`src/rtl/core/bft_pkg.sv`:
```
package bft_pkg;

	localparam int ALPHABET    = 32;
	localparam int COUNT_WIDTH = 32;
	localparam int IDX_W       = $clog2(ALPHABET);
	localparam int DEPTH       = ALPHABET * ALPHABET;
	localparam int ADDR_W      = $clog2(DEPTH);
	localparam int CODE_W      = 21;
	localparam int INDEX_W     = 5;
	localparam int OUT_W       = 32;
	localparam int FREQ_W      = 17;
	localparam int STEP_W      = $clog2(FREQ_W);

	localparam logic [CODE_W-1:0] BASE_RESET = CODE_W'(97);

	typedef logic [COUNT_WIDTH-1:0] count_t;
	typedef logic [ADDR_W-1:0]      addr_t;
	typedef logic [CODE_W-1:0]      code_t;

	typedef enum logic [1:0] {
		CMD_PUSH  = 2'd0,
		CMD_READ  = 2'd1,
		CMD_CLEAR = 2'd2
	} cmd_t;

	typedef struct packed {
		cmd_t               command;
		logic [CODE_W-1:0]  symbol;
		logic [INDEX_W-1:0] first_index;
		logic [INDEX_W-1:0] second_index;
	} req_t;

	typedef struct packed {
		logic [OUT_W-1:0]  pair_count;
		logic [OUT_W-1:0]  pair_total;
		logic [FREQ_W-1:0] frequency;
		logic              no_pairs;
	} rsp_t;

	typedef struct packed {
		logic busy;
		logic done;
	} div_status_t;

	function automatic logic [OUT_W-1:0] clip32(input count_t v);
		logic [63:0] w;
		w = 64'(v);
		if (w > 64'(32'hFFFF_FFFF)) begin
			return '1;
		end
		return w[OUT_W-1:0];
	endfunction

endpackage

```
`src/rtl/core/bft_divider.sv`:
```
module bft_divider
	import bft_pkg::*;
(
	input  logic              clk,
	input  logic              arst_n,
	input  logic              start,
	input  count_t            dividend,
	input  count_t            divisor,
	input  logic              take,
	output div_status_t       status,
	output count_t            count,
	output count_t            total,
	output logic [FREQ_W-1:0] quotient
);

	typedef enum logic [2:0] {
		ST_IDLE = 3'b001,
		ST_RUN  = 3'b010,
		ST_DONE = 3'b100
	} state_t;

	state_t              state_q;
	logic [STEP_W-1:0]   step_q;
	logic [COUNT_WIDTH:0] rem_q;
	logic [FREQ_W-1:0]   quo_q;
	count_t              cnt_q;
	count_t              tot_q;

	logic [COUNT_WIDTH:0] trial;
	logic                 ge;

	always_comb begin
		trial = (step_q == '0) ? rem_q : {rem_q[COUNT_WIDTH-1:0], 1'b0};
		ge    = trial >= {1'b0, tot_q};
	end

	always_ff @(posedge clk or negedge arst_n) begin
		if (!arst_n) begin
			state_q <= ST_IDLE;
			step_q  <= '0;
		end else begin
			case (state_q)
				ST_IDLE: begin
					if (start) begin
						step_q  <= '0;
						state_q <= (divisor == '0) ? ST_DONE : ST_RUN;
					end
				end
				ST_RUN: begin
					step_q <= step_q + STEP_W'(1);
					if (step_q == STEP_W'(FREQ_W - 1)) begin
						state_q <= ST_DONE;
					end
				end
				ST_DONE: begin
					if (take) begin
						state_q <= ST_IDLE;
					end
				end
				default: begin
					state_q <= ST_IDLE;
				end
			endcase
		end
	end

	always_ff @(posedge clk) begin
		if (state_q == ST_IDLE && start) begin
			cnt_q <= dividend;
			tot_q <= divisor;
			rem_q <= {1'b0, dividend};
			quo_q <= '0;
		end else if (state_q == ST_RUN) begin
			rem_q <= ge ? (trial - {1'b0, tot_q}) : trial;
			quo_q <= {quo_q[FREQ_W-2:0], ge};
		end
	end

	assign status.busy = (state_q != ST_IDLE);
	assign status.done = (state_q == ST_DONE);
	assign count       = cnt_q;
	assign total       = tot_q;
	assign quotient    = quo_q;

endmodule

```
`config.mk`:
```
export PLATFORM = sky130hd
export DESIGN_NAME = bft_divider
export DESIGN_NICKNAME = d
export VERILOG_FILES = /design/src/rtl/core/bft_pkg.sv /design/src/rtl/core/bft_divider.sv
export SDC_FILE = /design/constraint.sdc
export NUM_CORES = 1
export LEC_CHECK = 0
export CAP_MARGIN = 10
export CORE_MARGIN = 3
export CORE_UTILIZATION = 60
export CTS_CLUSTER_DIAMETER = 40
export CTS_CLUSTER_SIZE = 16
export DETAILED_ROUTE_END_ITERATION = 8
export DONT_BUFFER_PORTS = 1
export GPL_TIMING_DRIVEN = 0
export HOLD_SLACK_MARGIN = 0.02
export PLACE_DENSITY = 0.76
export SLEW_MARGIN = 20
export SYNTH_ARGS = -nofsm -noshare
export SYNTH_HDL_FRONTEND = slang
export SYNTH_SLANG_ARGS = --single-unit
```
`constraint.sdc`:
```
create_clock -name clk -period 4.73 [get_ports clk]
set_input_delay 0.7095 -clock clk [delete_from_list [all_inputs] [get_ports clk]]
set_output_delay 0.7095 -clock clk [all_outputs]
set_load 0.02 [all_outputs]
```
After elaboration in Yosys (flattened, before gate mapping)
Index checks and enable logic that the tools add are counted.
{"block": "classes", "eq_ne": 8, "addsub": 2, "muxes": 11, "n_lt_le_gt_ge": 1, "n_reduce_logical": 7}
{"cell": "2-to-1 mux 33 bit", "count": 2}
{"cell": "2-to-1 mux 32 bit", "count": 2}
{"cell": ">= comparator 33 x 32 -> 1 bit", "count": 1}
{"cell": "subtractor 33 x 32 -> 33 bit", "count": 1}
{"cell": "zero test 32 bit", "count": 1}
{"cell": "2-to-1 mux 3 bit", "count": 4}
{"cell": "one-hot mux 5 bit (2 select lines)", "count": 1}
{"cell": "one-hot mux 3 bit (3 select lines)", "count": 1}
{"cell": "!= test 2 bit, second input constant", "count": 3}
{"cell": "adder 5 x 1 -> 5 bit, second input constant", "count": 1}
{"cell": "equality test 5 bit, second input constant", "count": 1}
{"cell": "zero test 5 bit", "count": 1}
{"cell": "2-to-1 mux 5 bit", "count": 1}
{"cell": "nonzero test 2 bit", "count": 2}
{"cell": "equality test 3 x 1 -> 1 bit, second input constant", "count": 1}
{"cell": "equality test 3 x 2 -> 1 bit, second input constant", "count": 1}
{"cell": "equality test 3 bit, second input constant", "count": 1}
{"cell": "!= test 3 x 1 -> 1 bit, second input constant", "count": 1}
{"cell": "AND reduction 3 bit", "count": 1}
{"cell": "AND reduction 2 bit", "count": 1}
{"cell": "logical AND 1 bit", "count": 1}
{"block": "word_totals", "in_bits": 68, "elab_cells": 36, "out_inout_bits": 83, "ff_bits": 122}

Logic depth before layout (Yosys ltp)
{"block": "logic_depth", "ltp_word": 6, "ltp_mapped": 17, "mapped_depth_nobuf": 15}

Worst setup path after synthesis
No wires, ideal clock.
{"block": "synth_path", "kind": "register -> register", "from": "register step_q[0]", "to": "register rem_q[30], data pin", "path_stages_with_launch": 16, "setup_slack_ns": 0.487, "t_arrival_ns": 3.982, "period_less_slack_ns": 4.243, "n_path_buf": 1, "setup_time_ns": 0.261, "required_ns": 4.469, "cell_sequence": "dfrtp_1 -> inv_1 -> ha_1 -> nor4b_2 -> clkbuf_1 -> mux2_2 -> ha_1 -> o211ai_1 -> a21oi_1 -> o31a_1 -> a2111oi_4 -> o31ai_1 -> a31oi_1 -> o21ai_0 -> xor2_1 -> a221o_1"}
{"block": "synth_via", "elab_chain_cells": 6, "word_cells_on_any_way": 7, "classes_between": "add/sub: 1; order compare: 1; mux: 4; reduce/logical: 1"}
{"element": "start, declared", "line_no": "bft_divider.sv:23", "rtl": "logic [STEP_W-1:0] step_q;"}
{"element": "start signal, assigned", "line_no": "bft_divider.sv:50", "rtl": "step_q <= step_q + STEP_W'(1);"}
{"element": "zero test 5 bit (*)", "line_no": "bft_divider.sv:33", "rtl": "trial = (step_q == '0) ? rem_q : {rem_q[COUNT_WIDTH-1:0], 1'b0};"}
{"element": "2-to-1 mux 33 bit (*)", "line_no": "bft_divider.sv:33"}
{"element": "subtractor 33 x 32 -> 33 bit or >= comparator 33 x 32 -> 1 bit (tied branches)", "line_no": "bft_divider.sv:74, bft_divider.sv:34"}
{"element": "2-to-1 mux 33 bit (*)", "line_no": "bft_divider.sv:74", "rtl": "rem_q <= ge ? (trial - {1'b0, tot_q}) : trial;"}
{"element": "2-to-1 mux 32 bit (*)", "line_no": "bft_divider.sv:73", "rtl": "end else if (state_q == ST_RUN) begin"}
{"element": "2-to-1 mux 32 bit (*)", "line_no": "bft_divider.sv:68", "rtl": "if (state_q == ST_IDLE && start) begin"}
{"element": "end signal, assigned", "line_no": "bft_divider.sv:71", "rtl": "rem_q <= {1'b0, dividend};"}
{"element": "end signal, assigned", "line_no": "bft_divider.sv:74"}
{"element": "end, declared", "line_no": "bft_divider.sv:24", "rtl": "logic [COUNT_WIDTH:0] rem_q;"}
Mark *: on every way between the ends. The rest lies on a longest branch, timed or not. The select of a mux whose other input is x is not followed.
A chain may end at the register's enable or synchronous reset.

Final worst setup path
Same ends and word-level chain as after synthesis.

==> reports/metrics.csv <==
stage;metric;value;unit
setup_path;reg2reg_from;step_q[0]$_DFFE_PN0P_;
sta;maxSlewViolCount;0;
setup_path;r2r_end;rem_q[30]$_DFFE_PP_;
cells_and_area;area_growth_syn_to_layout;13.09;%
status;status;finished clean;
cells_and_area;final_cell_mix;edfxtp_1, nand2_1, nor2_1, a21oi_1, o21ai_0;
cells_and_area;diodes;0;
die;dieWidth;113.5;um
cells_and_area;final_common_cell;edfxtp_1;
clock_tree;clkTransAtPathRegs;60;ps
routing;vias_per_cell;6.104;
setup_path;worstPathRequired;4910;ps
die;die-area;12870;um2
placed_design;port-buffer-count;0;
routing;vias;5091;
setup_path;criticalPathCategory;flop to flop;
routing;wl_per_cell;19.57;um
min_path;hold_class;primary input to asynchronous set/reset pin;
clock_tree;cts.sinks;122;
setup_path;cp-start-kind;flop;
global_route;grt_pass1_wl;25.82;mm
global_route;first_global_vias;5202;
clock_tree;cts_buffer_depth;2;
setup_path;worst-path-stages;18;
sta;hold_viol;0;
synthesis;synth_nets;757;
routing;routed_wl;16.32;mm
routing;drc_errors;0;
setup_path;crit_slowest_cell;dfrtp_1;
setup_path;crit_start;step_q[0]$_DFFE_PN0P_;
setup_path;crit_path_end_kind;flop;
setup_path;crit_chain;inv_1 > ha_1 > nor4b_4 > buf_4 > clkbuf_2 > mux2_2 > ha_1 > clkbuf_1 > a21o_1 > a21o_1 > a21o_1 > nor3_1 > o21ai_2 > a21oi_2 > o31ai_4 > buf_4 > and2_1 > a221o_1;
die;fp-row-count;38;
global_route;grt_antenna_before_repair;0;
clock_tree;cts_tree;done;
routing;first_pass_iters;6;
die;ios;151;
sta;min_period;4483;ps
setup_path;arrival;4660;ps
synthesis;yosysWarnings;0;
synthesis;synth_cell_types;57;
routing;ant_nets;0;
setup_path;rrSetupSlack;250;ps
sta;finClkSkew;6.915;ps
synthesis;synth_area_per_cell;10.59;um2
clock_tree;root_buffer;clkbuf_16;
placed_design;routabilityCongestion;0.8967;
clock_tree;htreeDepth;4;
setup_path;cp_top_family;compound AO/OA/AOI/OAI gates;
global_route;overflow;0;
setup_path;cp_common_cell;a21o_1;
placed_design;placed_area;7127;um2
synthesis;synthArstFlopShare;6.557;%
synthesis;synth_cells;654;
cells_and_area;design_area;7835;um2
placed_design;dp_hpwl;12.05;mm
setup_path;worst-path-buf-inv;5;
cells_and_area;fill_cells;797;
sta;max_freq;0.2231;GHz
global_route;track_usage;26.05;%
global_route;grt_start_max_net_pins;38;
die;core-area;11080;um2
synthesis;synth_ff_type;edfxtp_1;
clock_tree;clkLatencyLatePin;420;ps
synthesis;yosysSeqAreaShare;49.72;%
die;die_h;113.5;um
setup_path;cpPeakStageDelay;430;ps
setup_path;rr_worst_depth;18;
flow_run;max_cap_violations;0;
setup_path;endpoint;rem_q[30]$_DFFE_PP_;
sta;worst_pin_slew;741.3;ps
cells_and_area;nets;784;
sta;min_period_over_period;94.78;%
routing;initialDrtViolationCount;359;
clock_tree;cts_buffers;17;
die;start_util;62.54;%
synthesis;synth_area;6928;um2
setup_path;cp_max_fo;10;
sta;setup_viol;0;
cells_and_area;drive_above_1_share;13.40;%
sta;slew_headroom;49.30;%
synthesis;synth-edff-count;96;
synthesis;synth_seq_cells;122;
## routing by layer
metal	part of all wire (%)	global-route usage [%]
met1	41	30.95
met2	49	42.61
met3	7.9	9.602
met4	2.2	11.46
met5	0	0
## worst reg2reg max path: cells and delay by family (launching register included)
| kind | cells | cell delay, ps |
|---|---|---|
| buffers and inverters | 5 | 990 |
| and+or+nand+nor | 3 | 640 |
| adders and majority gates | 2 | 450 |
| AOI/OAI and AO/OA | 7 | 1340 |
| DFF | 1 | 430 |
| muxes | 1 | 400 |
## registers in the layout, summed over array words and instances (netlist names)
signal    count
rem_q        33
quotient     17
state_q       3
total        32
count        32
step_q        5
## timing repair
action | CTS | global route
hold endpoints to repair | 7 | 0
pin swaps | 1 | 0
endpoints found under the setup margin | 34 | 33
resized for setup | 6 | 2
hold buffers | 1 | 0
setup buffers | 3 | 3
cloned | 0 | 0
## final cells by class
cell class	instances	area, um2	share of cell area, %
tap	140	175.2	2.236
sequential	122	3445	43.96
inverter	37	138.9	1.773
buffer	28	137.6	1.757
clock buffer	26	584.3	7.458
timing repair buffer	8	75.07	0.9582
multi-input combinational	467	3241	41.36
clock inverter	6	38.79	0.4950
## Yosys cell counts (8+ instances only)
cell type | number | area, um2
nor2_1 | 64 | 240.2
xnor2_1 | 20 | 175.2
nor4_1 | 9 | 56.30
mux2_2 | 32 | 360.4
a21o_1 | 19 | 142.6
mux2i_1 | 28 | 280.3
xor2_1 | 10 | 87.58
nand2b_1 | 8 | 50.05
dfxtp_1 | 18 | 360.4
o21ai_0 | 40 | 200.2
edfxtp_1 | 96 | 2883
a21oi_1 | 53 | 265.3
nand2_1 | 66 | 247.7
inv_1 | 36 | 135.1
clkbuf_1 | 24 | 90.09
ha_1 | 34 | 425.4
## worst min-delay path by stage
stage,startpoint,to,cells after the start
after CTS,arst_n,state_q[0]$_DFFE_PN1P_,0
after global routing,arst_n,state_q[0]$_DFFE_PN1P_,0
after floorplan,arst_n,state_q[1]$_DFFE_PN0P_,0
final,arst_n,state_q[0]$_DFFE_PN1P_,0
after detailed placement,arst_n,step_q[1]$_DFFE_PN0P_,0
after global placement,arst_n,step_q[0]$_DFFE_PN0P_,0
## cells by family after synthesis
family	after synthesis	synth area share, %
AND/OR/NAND/NOR	184	12.06
adder cells (fa/ha/maj)	35	6.430
buffers and inverters	65	3.847
XOR/XNOR	30	3.793
multiplexers	60	9.247
flip-flops	122	49.72
AO/OA/AOI/OAI	158	14.90
## metrics by stage
stage               setup TNS, ps  instances  setup slack (ps)  hold WS, ps  util (%)
global route               -42.61        834            -28.68        108.1     70.73
floorplan                       0        654             487.0        413.9         -
global placement           -14200        794            -491.3        414.2     64.12
detailed placement         -15820        795            -539.4        414.2     64.33
CTS                             0        831             10.92        101.2     70.43
finish                          0        834             246.8        126.6     70.73
Power is left out: the tool's default activity adds up to more than one toggle a clock period on the data nets, which glitch-free logic cannot reach.
